==> src/rtl/stim_pkg.sv <==
// Shared types, constants and text tables of the stream title metadata inserter.
`default_nettype none

package stim_pkg;

   // Input item kinds.
   localparam logic [1:0] MODE_AUDIO  = 2'd0;
   localparam logic [1:0] MODE_APPEND = 2'd1;
   localparam logic [1:0] MODE_COMMIT = 2'd2;

   // Title store geometry: two banks of 32 bytes.
   localparam int BANK_SIZE   = 32;
   localparam int TITLE_AW    = 6;
   localparam int LEN_W       = 5;
   localparam int CMDQ_DEPTH  = 2;

   // Block layout.
   localparam logic [5:0] PREFIX_LEN = 6'd13;
   localparam logic [5:0] LEN_BIAS   = 6'd32;
   localparam logic [7:0] CHAR_QUOTE = 8'h27;
   localparam logic [7:0] CHAR_SEMI  = 8'h3B;

   // One audio transaction as handed from the front to the back.
   typedef struct packed {
      logic [7:0]       audio;
      logic             ins;
      logic             full_blk;
      logic             bank;
      logic [LEN_W-1:0] tlen;
   } stim_cmd_type;

   // Characters of the fixed text that opens a title block.
   function automatic logic [7:0] prefix_char(input logic [3:0] idx);
      logic [7:0] ch;
      case (idx)
         4'd0:    ch = 8'h53; // S
         4'd1:    ch = 8'h74; // t
         4'd2:    ch = 8'h72; // r
         4'd3:    ch = 8'h65; // e
         4'd4:    ch = 8'h61; // a
         4'd5:    ch = 8'h6D; // m
         4'd6:    ch = 8'h54; // T
         4'd7:    ch = 8'h69; // i
         4'd8:    ch = 8'h74; // t
         4'd9:    ch = 8'h6C; // l
         4'd10:   ch = 8'h65; // e
         4'd11:   ch = 8'h3D; // =
         4'd12:   ch = 8'h27; // quote
         default: ch = 8'h00;
      endcase
      return ch;
   endfunction

endpackage

`default_nettype wire

==> src/rtl/stim_ram.sv <==
// Generic single write port, single read port RAM with registered read data.
`default_nettype none

module stim_ram #(
   parameter int WIDTH = 8,
   parameter int DEPTH = 64
) (
   input  wire logic                     clock,
   input  wire logic                     wr_en,
   input  wire logic [$clog2(DEPTH)-1:0] wr_addr,
   input  wire logic [WIDTH-1:0]         wr_data,
   input  wire logic                     rd_en,
   input  wire logic [$clog2(DEPTH)-1:0] rd_addr,
   output logic      [WIDTH-1:0]         rd_data
);

   logic [WIDTH-1:0] mem_ff [DEPTH];
   logic [WIDTH-1:0] rd_data_ff;

   always_ff @(posedge clock) begin
      if (wr_en) begin
         mem_ff[wr_addr] <= wr_data;
      end
      if (rd_en) begin
         rd_data_ff <= mem_ff[rd_addr];
      end
   end

   assign rd_data = rd_data_ff;

endmodule

`default_nettype wire

==> src/rtl/stim_front.sv <==
// Front end: accepts transactions, stages titles, counts audio and issues commands.
`default_nettype none

module stim_front #(
   parameter int TITLE_MAX = 31
) (
   input  wire logic                           clock,
   input  wire logic                           reset,
   input  wire logic                           csr_wr_en,
   input  wire logic [15:0]                    csr_wr_data,
   input  wire logic                           req_push,
   output logic                                req_full,
   input  wire logic [1:0]                     req_mode,
   input  wire logic [7:0]                     req_data_byte,
   output logic                                ram_wr_en,
   output logic [stim_pkg::TITLE_AW-1:0]       ram_wr_addr,
   output logic [7:0]                          ram_wr_data,
   output logic                                cmd_push,
   output stim_pkg::stim_cmd_type              cmd_data,
   input  wire logic                           cmd_full,
   input  wire logic                           blk_done
);
   import stim_pkg::*;

   logic [15:0]      interval_ff, interval_in;
   logic [15:0]      count_ff, count_in;
   logic             bank_ff, bank_in;
   logic [LEN_W-1:0] staged_ff, staged_in;
   logic [LEN_W-1:0] committed_ff, committed_in;
   logic             pending_ff, pending_in;
   logic             busy_ff, busy_in;

   logic             accept;
   logic [16:0]      count_next;
   logic             insert;

   // While a title block is in flight its bank must not be rewritten.
   assign req_full = cmd_full | busy_ff;
   assign accept   = req_push & ~req_full;

   assign count_next = {1'b0, count_ff} + 17'd1;
   assign insert     = (interval_ff != 16'd0) && (count_next >= {1'b0, interval_ff});

   always_comb begin
      interval_in  = csr_wr_en ? csr_wr_data : interval_ff;
      count_in     = count_ff;
      bank_in      = bank_ff;
      staged_in    = staged_ff;
      committed_in = committed_ff;
      pending_in   = pending_ff;
      busy_in      = busy_ff & ~blk_done;
      ram_wr_en    = 1'b0;
      cmd_push     = 1'b0;
      cmd_data.audio    = req_data_byte;
      cmd_data.ins      = insert;
      cmd_data.full_blk = pending_ff;
      cmd_data.bank     = bank_ff;
      cmd_data.tlen     = committed_ff;
      if (accept) begin
         case (req_mode)
            MODE_AUDIO: begin
               cmd_push = 1'b1;
               if (interval_ff != 16'd0) begin
                  count_in = insert ? 16'd0 : count_next[15:0];
               end
               if (insert) begin
                  pending_in = 1'b0;
                  busy_in    = pending_ff;
               end
            end
            MODE_APPEND: begin
               if (staged_ff < LEN_W'(TITLE_MAX)) begin
                  ram_wr_en = 1'b1;
                  staged_in = staged_ff + LEN_W'(1);
               end
            end
            MODE_COMMIT: begin
               bank_in      = ~bank_ff;
               committed_in = staged_ff;
               staged_in    = '0;
               pending_in   = 1'b1;
            end
            default: begin
            end
         endcase
      end
   end

   assign ram_wr_addr = {~bank_ff, staged_ff};
   assign ram_wr_data = req_data_byte;

   always_ff @(posedge clock) begin
      if (reset) begin
         interval_ff  <= 16'd16000;
         count_ff     <= '0;
         bank_ff      <= 1'b0;
         staged_ff    <= '0;
         committed_ff <= '0;
         pending_ff   <= 1'b0;
         busy_ff      <= 1'b0;
      end else begin
         interval_ff  <= interval_in;
         count_ff     <= count_in;
         bank_ff      <= bank_in;
         staged_ff    <= staged_in;
         committed_ff <= committed_in;
         pending_ff   <= pending_in;
         busy_ff      <= busy_in;
      end
   end

endmodule

`default_nettype wire

==> src/rtl/stim_cmdq.sv <==
// Two-entry command queue between the front end and the back end.
`default_nettype none

module stim_cmdq (
   input  wire logic             clock,
   input  wire logic             reset,
   input  wire logic             push,
   input  stim_pkg::stim_cmd_type push_data,
   output logic                  full,
   input  wire logic             pop,
   output stim_pkg::stim_cmd_type pop_data,
   output logic                  empty
);
   import stim_pkg::*;

   localparam int PW = $clog2(CMDQ_DEPTH);

   stim_cmd_type   entry_ff [CMDQ_DEPTH];
   logic [PW-1:0]  wr_ptr_ff, wr_ptr_in;
   logic [PW-1:0]  rd_ptr_ff, rd_ptr_in;
   logic [PW:0]    cnt_ff, cnt_in;

   assign full     = (cnt_ff == (PW+1)'(CMDQ_DEPTH));
   assign empty    = (cnt_ff == '0);
   assign pop_data = entry_ff[rd_ptr_ff];

   always_comb begin
      wr_ptr_in = push ? wr_ptr_ff + PW'(1) : wr_ptr_ff;
      rd_ptr_in = pop  ? rd_ptr_ff + PW'(1) : rd_ptr_ff;
      cnt_in    = cnt_ff + (PW+1)'(push) - (PW+1)'(pop);
   end

   always_ff @(posedge clock) begin
      if (push) begin
         entry_ff[wr_ptr_ff] <= push_data;
      end
      if (reset) begin
         wr_ptr_ff <= '0;
         rd_ptr_ff <= '0;
         cnt_ff    <= '0;
      end else begin
         wr_ptr_ff <= wr_ptr_in;
         rd_ptr_ff <= rd_ptr_in;
         cnt_ff    <= cnt_in;
      end
   end

endmodule

`default_nettype wire

==> src/rtl/stim_back.sv <==
// Back end: sequences audio and metadata bytes into the result register.
`default_nettype none

module stim_back (
   input  wire logic                      clock,
   input  wire logic                      reset,
   input  stim_pkg::stim_cmd_type         cmd_data,
   input  wire logic                      cmd_empty,
   output logic                           cmd_pop,
   output logic                           ram_rd_en,
   output logic [stim_pkg::TITLE_AW-1:0]  ram_rd_addr,
   input  wire logic [7:0]                ram_rd_data,
   output logic                           blk_done,
   output logic                           rsp_empty,
   input  wire logic                      rsp_pop,
   output logic [7:0]                     rsp_out_byte,
   output logic                           rsp_is_metadata,
   output logic                           rsp_last_of_run
);
   import stim_pkg::*;

   typedef enum logic [1:0] {ST_IDLE, ST_INS, ST_BODY} state_type;

   typedef struct packed {
      logic [7:0] data;
      logic       from_ram;
      logic       meta;
      logic       last;
   } desc_type;

   state_type        state_ff;
   stim_cmd_type     cmd_ff;
   logic [5:0]       pos_ff;
   logic [1:0]       len_ff;
   logic             out_valid_ff;
   desc_type         out_ff;

   desc_type         desc;
   logic             desc_valid;
   logic             advance;
   logic [1:0]       len_calc;
   logic [5:0]       tend;
   logic [5:0]       tidx;
   logic [5:0]       pos_last;

   assign advance  = ~out_valid_ff | rsp_pop;
   assign len_calc = 2'((6'(cmd_ff.tlen) + LEN_BIAS) >> 4);
   assign tend     = PREFIX_LEN + 6'(cmd_ff.tlen);
   assign tidx     = pos_ff - PREFIX_LEN;
   // The body is 16 bytes per length unit, so its last position is 16 * len - 1.
   assign pos_last = {len_ff - 2'd1, 4'hF};

   always_comb begin
      desc       = '{data: 8'h00, from_ram: 1'b0, meta: 1'b1, last: 1'b0};
      desc_valid = 1'b0;
      cmd_pop    = 1'b0;
      case (state_ff)
         ST_IDLE: begin
            desc_valid = ~cmd_empty;
            cmd_pop    = ~cmd_empty & advance;
            desc.data  = cmd_data.audio;
            desc.meta  = 1'b0;
            desc.last  = ~cmd_data.ins;
         end
         ST_INS: begin
            desc_valid = 1'b1;
            desc.data  = cmd_ff.full_blk ? {6'd0, len_calc} : 8'h00;
            desc.last  = ~cmd_ff.full_blk;
         end
         ST_BODY: begin
            desc_valid = 1'b1;
            desc.last  = (pos_ff == pos_last);
            if (pos_ff < PREFIX_LEN) begin
               desc.data = prefix_char(pos_ff[3:0]);
            end else if (pos_ff < tend) begin
               desc.from_ram = 1'b1;
            end else if (pos_ff == tend) begin
               desc.data = CHAR_QUOTE;
            end else if (pos_ff == tend + 6'd1) begin
               desc.data = CHAR_SEMI;
            end
         end
         default: begin
         end
      endcase
   end

   assign ram_rd_en   = advance & desc_valid & desc.from_ram;
   assign ram_rd_addr = {cmd_ff.bank, tidx[LEN_W-1:0]};
   assign blk_done    = advance & (state_ff == ST_BODY) & desc.last;

   always_ff @(posedge clock) begin
      if (reset) begin
         state_ff     <= ST_IDLE;
         out_valid_ff <= 1'b0;
      end else if (advance) begin
         out_valid_ff <= desc_valid;
         out_ff       <= desc;
         case (state_ff)
            ST_IDLE: begin
               if (~cmd_empty) begin
                  cmd_ff <= cmd_data;
                  if (cmd_data.ins) begin
                     state_ff <= ST_INS;
                  end
               end
            end
            ST_INS: begin
               pos_ff <= '0;
               len_ff <= len_calc;
               state_ff <= cmd_ff.full_blk ? ST_BODY : ST_IDLE;
            end
            ST_BODY: begin
               pos_ff <= pos_ff + 6'd1;
               if (desc.last) begin
                  state_ff <= ST_IDLE;
               end
            end
            default: begin
               state_ff <= ST_IDLE;
            end
         endcase
      end
   end

   assign rsp_empty       = ~out_valid_ff;
   assign rsp_out_byte    = out_ff.from_ram ? ram_rd_data : out_ff.data;
   assign rsp_is_metadata = out_ff.meta;
   assign rsp_last_of_run = out_ff.last;

endmodule

`default_nettype wire

==> src/rtl/stream_title_metadata_inserter.sv <==
// Top level of the stream title metadata inserter.
`default_nettype none

// Channel   Ports                                            Direction
// req       req_push, req_full, req_mode, req_data_byte      in (queue write side)
// rsp       rsp_empty, rsp_pop, rsp_out_byte,
//           rsp_is_metadata, rsp_last_of_run                 out (queue read side)
// csr       csr_wr_en, csr_wr_data (meta_interval)           in (write only)
//
// The back-end sequencer emits the output bytes in order, so an audio
// transaction yields one byte, or up to 50 bytes when it triggers a title block.
// Title and commit transactions produce no output.
// Reset is synchronous; the title store is not cleared and needs no sweep.
// req_full rises when the two-entry command queue is full and also for as long as
// a title block is being sequenced, which keeps its bank from being overwritten.
// The result register frees the back end from a stalled consumer for one byte.

module stream_title_metadata_inserter #(
   parameter int TITLE_MAX = 31
) (
   input  wire logic        clock,
   input  wire logic        reset,
   input  wire logic        csr_wr_en,
   input  wire logic [15:0] csr_wr_data,
   input  wire logic        req_push,
   output logic             req_full,
   input  wire logic [1:0]  req_mode,
   input  wire logic [7:0]  req_data_byte,
   output logic             rsp_empty,
   input  wire logic        rsp_pop,
   output logic [7:0]       rsp_out_byte,
   output logic             rsp_is_metadata,
   output logic             rsp_last_of_run
);
   import stim_pkg::*;

   logic                ram_wr_en;
   logic [TITLE_AW-1:0] ram_wr_addr;
   logic [7:0]          ram_wr_data;
   logic                ram_rd_en;
   logic [TITLE_AW-1:0] ram_rd_addr;
   logic [7:0]          ram_rd_data;

   logic                cmd_push;
   logic                cmd_pop;
   logic                cmd_full;
   logic                cmd_empty;
   stim_cmd_type        cmd_in;
   stim_cmd_type        cmd_out;
   logic                blk_done;

   // The front end owns the counter, the bank pointer and the pending flag, so
   // every command leaves it with a consistent snapshot of the title state.
   stim_front #(
      .TITLE_MAX (TITLE_MAX)
   ) u_front (
      .clock         (clock),
      .reset         (reset),
      .csr_wr_en     (csr_wr_en),
      .csr_wr_data   (csr_wr_data),
      .req_push      (req_push),
      .req_full      (req_full),
      .req_mode      (req_mode),
      .req_data_byte (req_data_byte),
      .ram_wr_en     (ram_wr_en),
      .ram_wr_addr   (ram_wr_addr),
      .ram_wr_data   (ram_wr_data),
      .cmd_push      (cmd_push),
      .cmd_data      (cmd_in),
      .cmd_full      (cmd_full),
      .blk_done      (blk_done)
   );

   stim_cmdq u_cmdq (
      .clock     (clock),
      .reset     (reset),
      .push      (cmd_push),
      .push_data (cmd_in),
      .full      (cmd_full),
      .pop       (cmd_pop),
      .pop_data  (cmd_out),
      .empty     (cmd_empty)
   );

   // Both title banks live in one RAM; the bank is the address MSB.
   stim_ram #(
      .WIDTH (8),
      .DEPTH (2 * BANK_SIZE)
   ) u_title_ram (
      .clock   (clock),
      .wr_en   (ram_wr_en),
      .wr_addr (ram_wr_addr),
      .wr_data (ram_wr_data),
      .rd_en   (ram_rd_en),
      .rd_addr (ram_rd_addr),
      .rd_data (ram_rd_data)
   );

   stim_back u_back (
      .clock           (clock),
      .reset           (reset),
      .cmd_data        (cmd_out),
      .cmd_empty       (cmd_empty),
      .cmd_pop         (cmd_pop),
      .ram_rd_en       (ram_rd_en),
      .ram_rd_addr     (ram_rd_addr),
      .ram_rd_data     (ram_rd_data),
      .blk_done        (blk_done),
      .rsp_empty       (rsp_empty),
      .rsp_pop         (rsp_pop),
      .rsp_out_byte    (rsp_out_byte),
      .rsp_is_metadata (rsp_is_metadata),
      .rsp_last_of_run (rsp_last_of_run)
   );

endmodule

`default_nettype wire

==> config.mk <==
export PLATFORM = sky130hd
export DESIGN_NAME = stream_title_metadata_inserter
export DESIGN_NICKNAME = d
export VERILOG_FILES = /design/src/rtl/stim_pkg.sv /design/src/rtl/stim_ram.sv /design/src/rtl/stim_front.sv /design/src/rtl/stim_cmdq.sv /design/src/rtl/stim_back.sv /design/src/rtl/stream_title_metadata_inserter.sv
export SDC_FILE = /design/constraint.sdc
export NUM_CORES = 1
export LEC_CHECK = 0
export BUFFER_PORTS_ARGS = -buffer_cell sky130_fd_sc_hd__buf_2
export CAP_MARGIN = 0
export CORE_ASPECT_RATIO = 0.7
export CORE_MARGIN = 5
export CORE_UTILIZATION = 33
export CTS_CLUSTER_SIZE = 8
export DETAILED_ROUTE_END_ITERATION = 7
export PLACE_DENSITY = 0.48
export SETUP_SLACK_MARGIN = 0.3
export SKIP_LAST_GASP = 1
export SLEW_MARGIN = 40
export SYNTH_ARGS = -nofsm -noshare
export SYNTH_HDL_FRONTEND = slang
export SYNTH_HIERARCHICAL = 1
export SYNTH_SLANG_ARGS = --single-unit
==> constraint.sdc <==
create_clock -name clock -period 5.7 [get_ports clock]
set_input_delay 0 -clock clock [delete_from_list [all_inputs] [get_ports clock]]
set_output_delay 0 -clock clock [all_outputs]
set_load 0.01 [all_outputs]
==> impl_metrics.ini <==
[power]
ir_worst_vdd_mv = 0.2336
switching_power_mw = 2.992
pwr-share-clk_pct = 40.2
seqPwrFrac_pct = 45.0
p_leak_nw = 10.17
cell_internal_pwr_mw = 8.831
power.density_mw_per_mm2 = 380.0
comb_power_share_pct = 14.8
sw_frac_of_total_pct = 25.30

[global_routing]
grt_pass1_wl_mm = 99.10
antenna_found_initial = 0
grt_max_degree = 91
track_usage_pct = 15.50
grt_pass1_vias = 14420
gr-total-overflow = 0

[critical_path]
worstPathMaxFanout = 13
arrival_ns = 4.16
reg2reg_depth = 8
required_ns = 5.93
crit_type = flop to flop
start_kind = flop
cp-end-kind = flop

[floorplanning]
core_mm2 = 0.08033
io-pin-count = 43
die_x_um = 349.8
dieArea_mm2 = 0.08668
std_cell_rows = 87
die_y_um = 247.8
initial_utilization_pct = 33.19

[timing]
rsz0062_at_grt = no
relSlewSlack_pct = 43.54
tightest_slew_ns = 0.8438
fin_worst_skew_ns = 0.02558
layout_min_cycle_time_ns = 3.930
setup_viol = 0
finalCritPeriodShare_pct = 68.94
fmax_mhz = 254.5
drv_slew = 0
hold_viol = 0
tns_ns = 0

[finish]
final_core_util_pct = 38.73
area_growth_pct = 16.67
multiInputGateArea_mm2 = 0.007619
antenna_cells = 0
register_area_mm2 = 0.01853
final_layout_size_suffix_gt1_share_pct = 24.56
nFillCells = 7375
fin_nets = 1729

[synth]
synthCells = 1541
synthesis.nets = 1611
syn_avg_cell_area_um2 = 17.30
synth_top_area_share_pct = 64.97
ys_seq_area_share_pct = 69.48
ys.flop_type = edfxtp_1
yosys-top-cells-area = edfxtp_1 65%, mux4_2 11%, dfxtp_1 4.5%
synth_cell_types = 81
yosysWarnings = 6
syn-cell-area_mm2 = 0.02667
async_flop_share_pct = 0
ys_ff_latch = 637
yosys.area.top_type = edfxtp_1
synth_edf_count = 577

[routing]
drc = 0
wirelength_mm = 66.89
num_vias = 14380
dr.pass1.iters = 5
wire_per_inst_um = 24.18
drtIter0Drc = 1152
ant_nets = 0
vias_per_cell = 5.200

[clock_network]
clockBufferDepth = 3
clk_pin_slew_worst_paths_ns = 0.05
htree_num_levels = 3
cts_tree = yes
clock_latency_ns = 0.62
cts_buffers = 89
cts.sinks = 637
cts_root_buffer = clkbuf_16

[min_path]
whs_path_depth = 2
hold_path.class = input port to flop

[placed_design]
gp_congestion = 0.7856
numPortBuffers = 42
dp_hpwl_mm = 41.09

[run_status]
outcome = complete, no violations

[run]
drv_cap = 0
==> cell usage in the layout, fill, tap and decap left out, types with 8 or more instances in the layout <==
cell and n:
clkbuf_1 33, nor4_1 8, o221ai_1 10, xnor2_1 23, nand2_1 45, nand2b_1 14
buf_2 42, o21ai_0 12, dlygate4sd3_1 58, edfxtp_1 577, buf_4 19, ha_1 39
nor2b_1 20, clkbuf_16 90, mux4_2 126, o22ai_1 12, a21o_1 8, o21ai_1 11
mux2i_1 49, mux2_4 11, nand3_1 28, nor3_1 16, nand4_1 14, nor2_2 60
xor2_1 12, dfxtp_1 60, mux2_2 28, a21oi_1 23, o211ai_1 8, inv_1 36
nor2_1 72
==> cell type report <==
| type | count | share of cell area (%) |
|---|---|---|
| multi-input cells | 769 | 24.49 |
| inverters | 39 | 0.5027 |
| well taps | 1068 | 4.295 |
| clock inverters | 7 | 0.2453 |
| flip-flops and latches | 637 | 59.55 |
| clock buffers | 123 | 7.637 |
| repair buffers | 123 | 3.282 |
==> power groups by stage <==
stage | sequential (mW) | combinational (mW) | clock, mW
after floorplan | 5.35 | 1.23 | 0
after global placement | 5.40 | 1.69 | 0
after detailed placement | 5.40 | 1.70 | 0
after CTS | 5.32 | 1.75 | 4.88
after global routing | 5.32 | 1.90 | 5.09
final | 5.32 | 1.75 | 4.75
==> metrics by stage <==
step           worst slack (ns)  hold WS (ns)  power [mW]  instances  instance area, um^2
5_1_grt                   1.579       0.09049       12.31       2766                31110
3_3_place_gp              1.502        0.2217       7.091       2575                27840
6_report                  1.770       0.07345       11.82       2766                31110
3_5_place_dp              1.662        0.2301       7.107       2576                28010
4_1_cts                   1.672       0.06788       11.95       2764                31040
2_1_floorplan             2.559       0.06907       6.579       1541                26670
==> sequential cells by signal, indices dropped and copies added (netlist names), 5 cells and up, named ones only <==
name / flops
u_back/out_ff: 9
u_front/count_ff: 16
u_back/pos_ff: 6
u_back/cmd_ff: 6
u_front/committed_ff: 5
u_title_ram/mem_ff: 512
u_front/staged_ff: 5
u_title_ram/rd_data: 8
u_front/interval_ff: 16
u_cmdq/entry_ff: 32
==> layer usage <==
layer  up-vias  part of all wire (%)  global-route usage (%)
li1       6312                     -                       -
met1      7567                    51                   24.51
met2       416                    41                   21.44
met3        88                   6.0                   3.474
met4         0                   2.0                   3.858
met5         -                     0                       0
==> worst paths after layout <==
check,from,to,slack (ns)
setup reg to reg,u_front/staged_ff[4],u_title_ram/mem_ff[22][0],1.77
hold reg to reg,u_front/count_ff[15],u_front/count_ff[15],0.45
setup / recovery,u_front/staged_ff[4],u_title_ram/mem_ff[22][0],1.77
hold / removal,req_data_byte[6],u_title_ram/mem_ff[51][6],0.07
==> critical path, cell delays in order (launching register included) <==
cell and delay, ns:
dfxtp_1 0.56, nand3_1 0.21, nor2_1 0.07, nor4_2 0.19
dlygate4sd3_1 0.58, buf_4 0.19, nor2b_1 0.26, nand3_1 0.59
nor2_1 0.87
==> timing repair <==
item / in CTS / in global routing
endpoints found under the hold margin: 104 / 0
setup buffers: 0 / 0
hold buffers: 58 / 0
resized for setup: 0 / 0
==> Yosys cell counts, drive strengths merged, types with 5 or more instances <==
cell,count
nand3,28
a22o,7
mux2i,50
nor3,21
buf,69
a21o,9
o22ai,12
nand3b,6
nand4,14
inv,39
xor2,12
a22oi,5
a21oi,24
ha,39
nand2,46
edfxtp,577
clkbuf,27
xnor2,26
a221oi,8
nor4,10
dfxtp,60
o211ai,8
mux2,40
nand2b,14
o21ai,23
nor2b,21
and2,6
o221ai,10
nor2,132
mux4,126
or2,5
==> cell families (layout without fill, tap and decap cells) <==
logic type / Yosys count / in the layout / synth area share, %
buf+inv: 135 / 292 / 2.810
fa+ha+maj: 39 / 39 / 1.830
flops: 637 / 637 / 69.48
mux: 216 / 216 / 14.41
simple gates: 325 / 325 / 6.020
xor+xnor: 40 / 40 / 1.417
compound gates: 149 / 149 / 4.035
(Power assumes the default switching activity.)
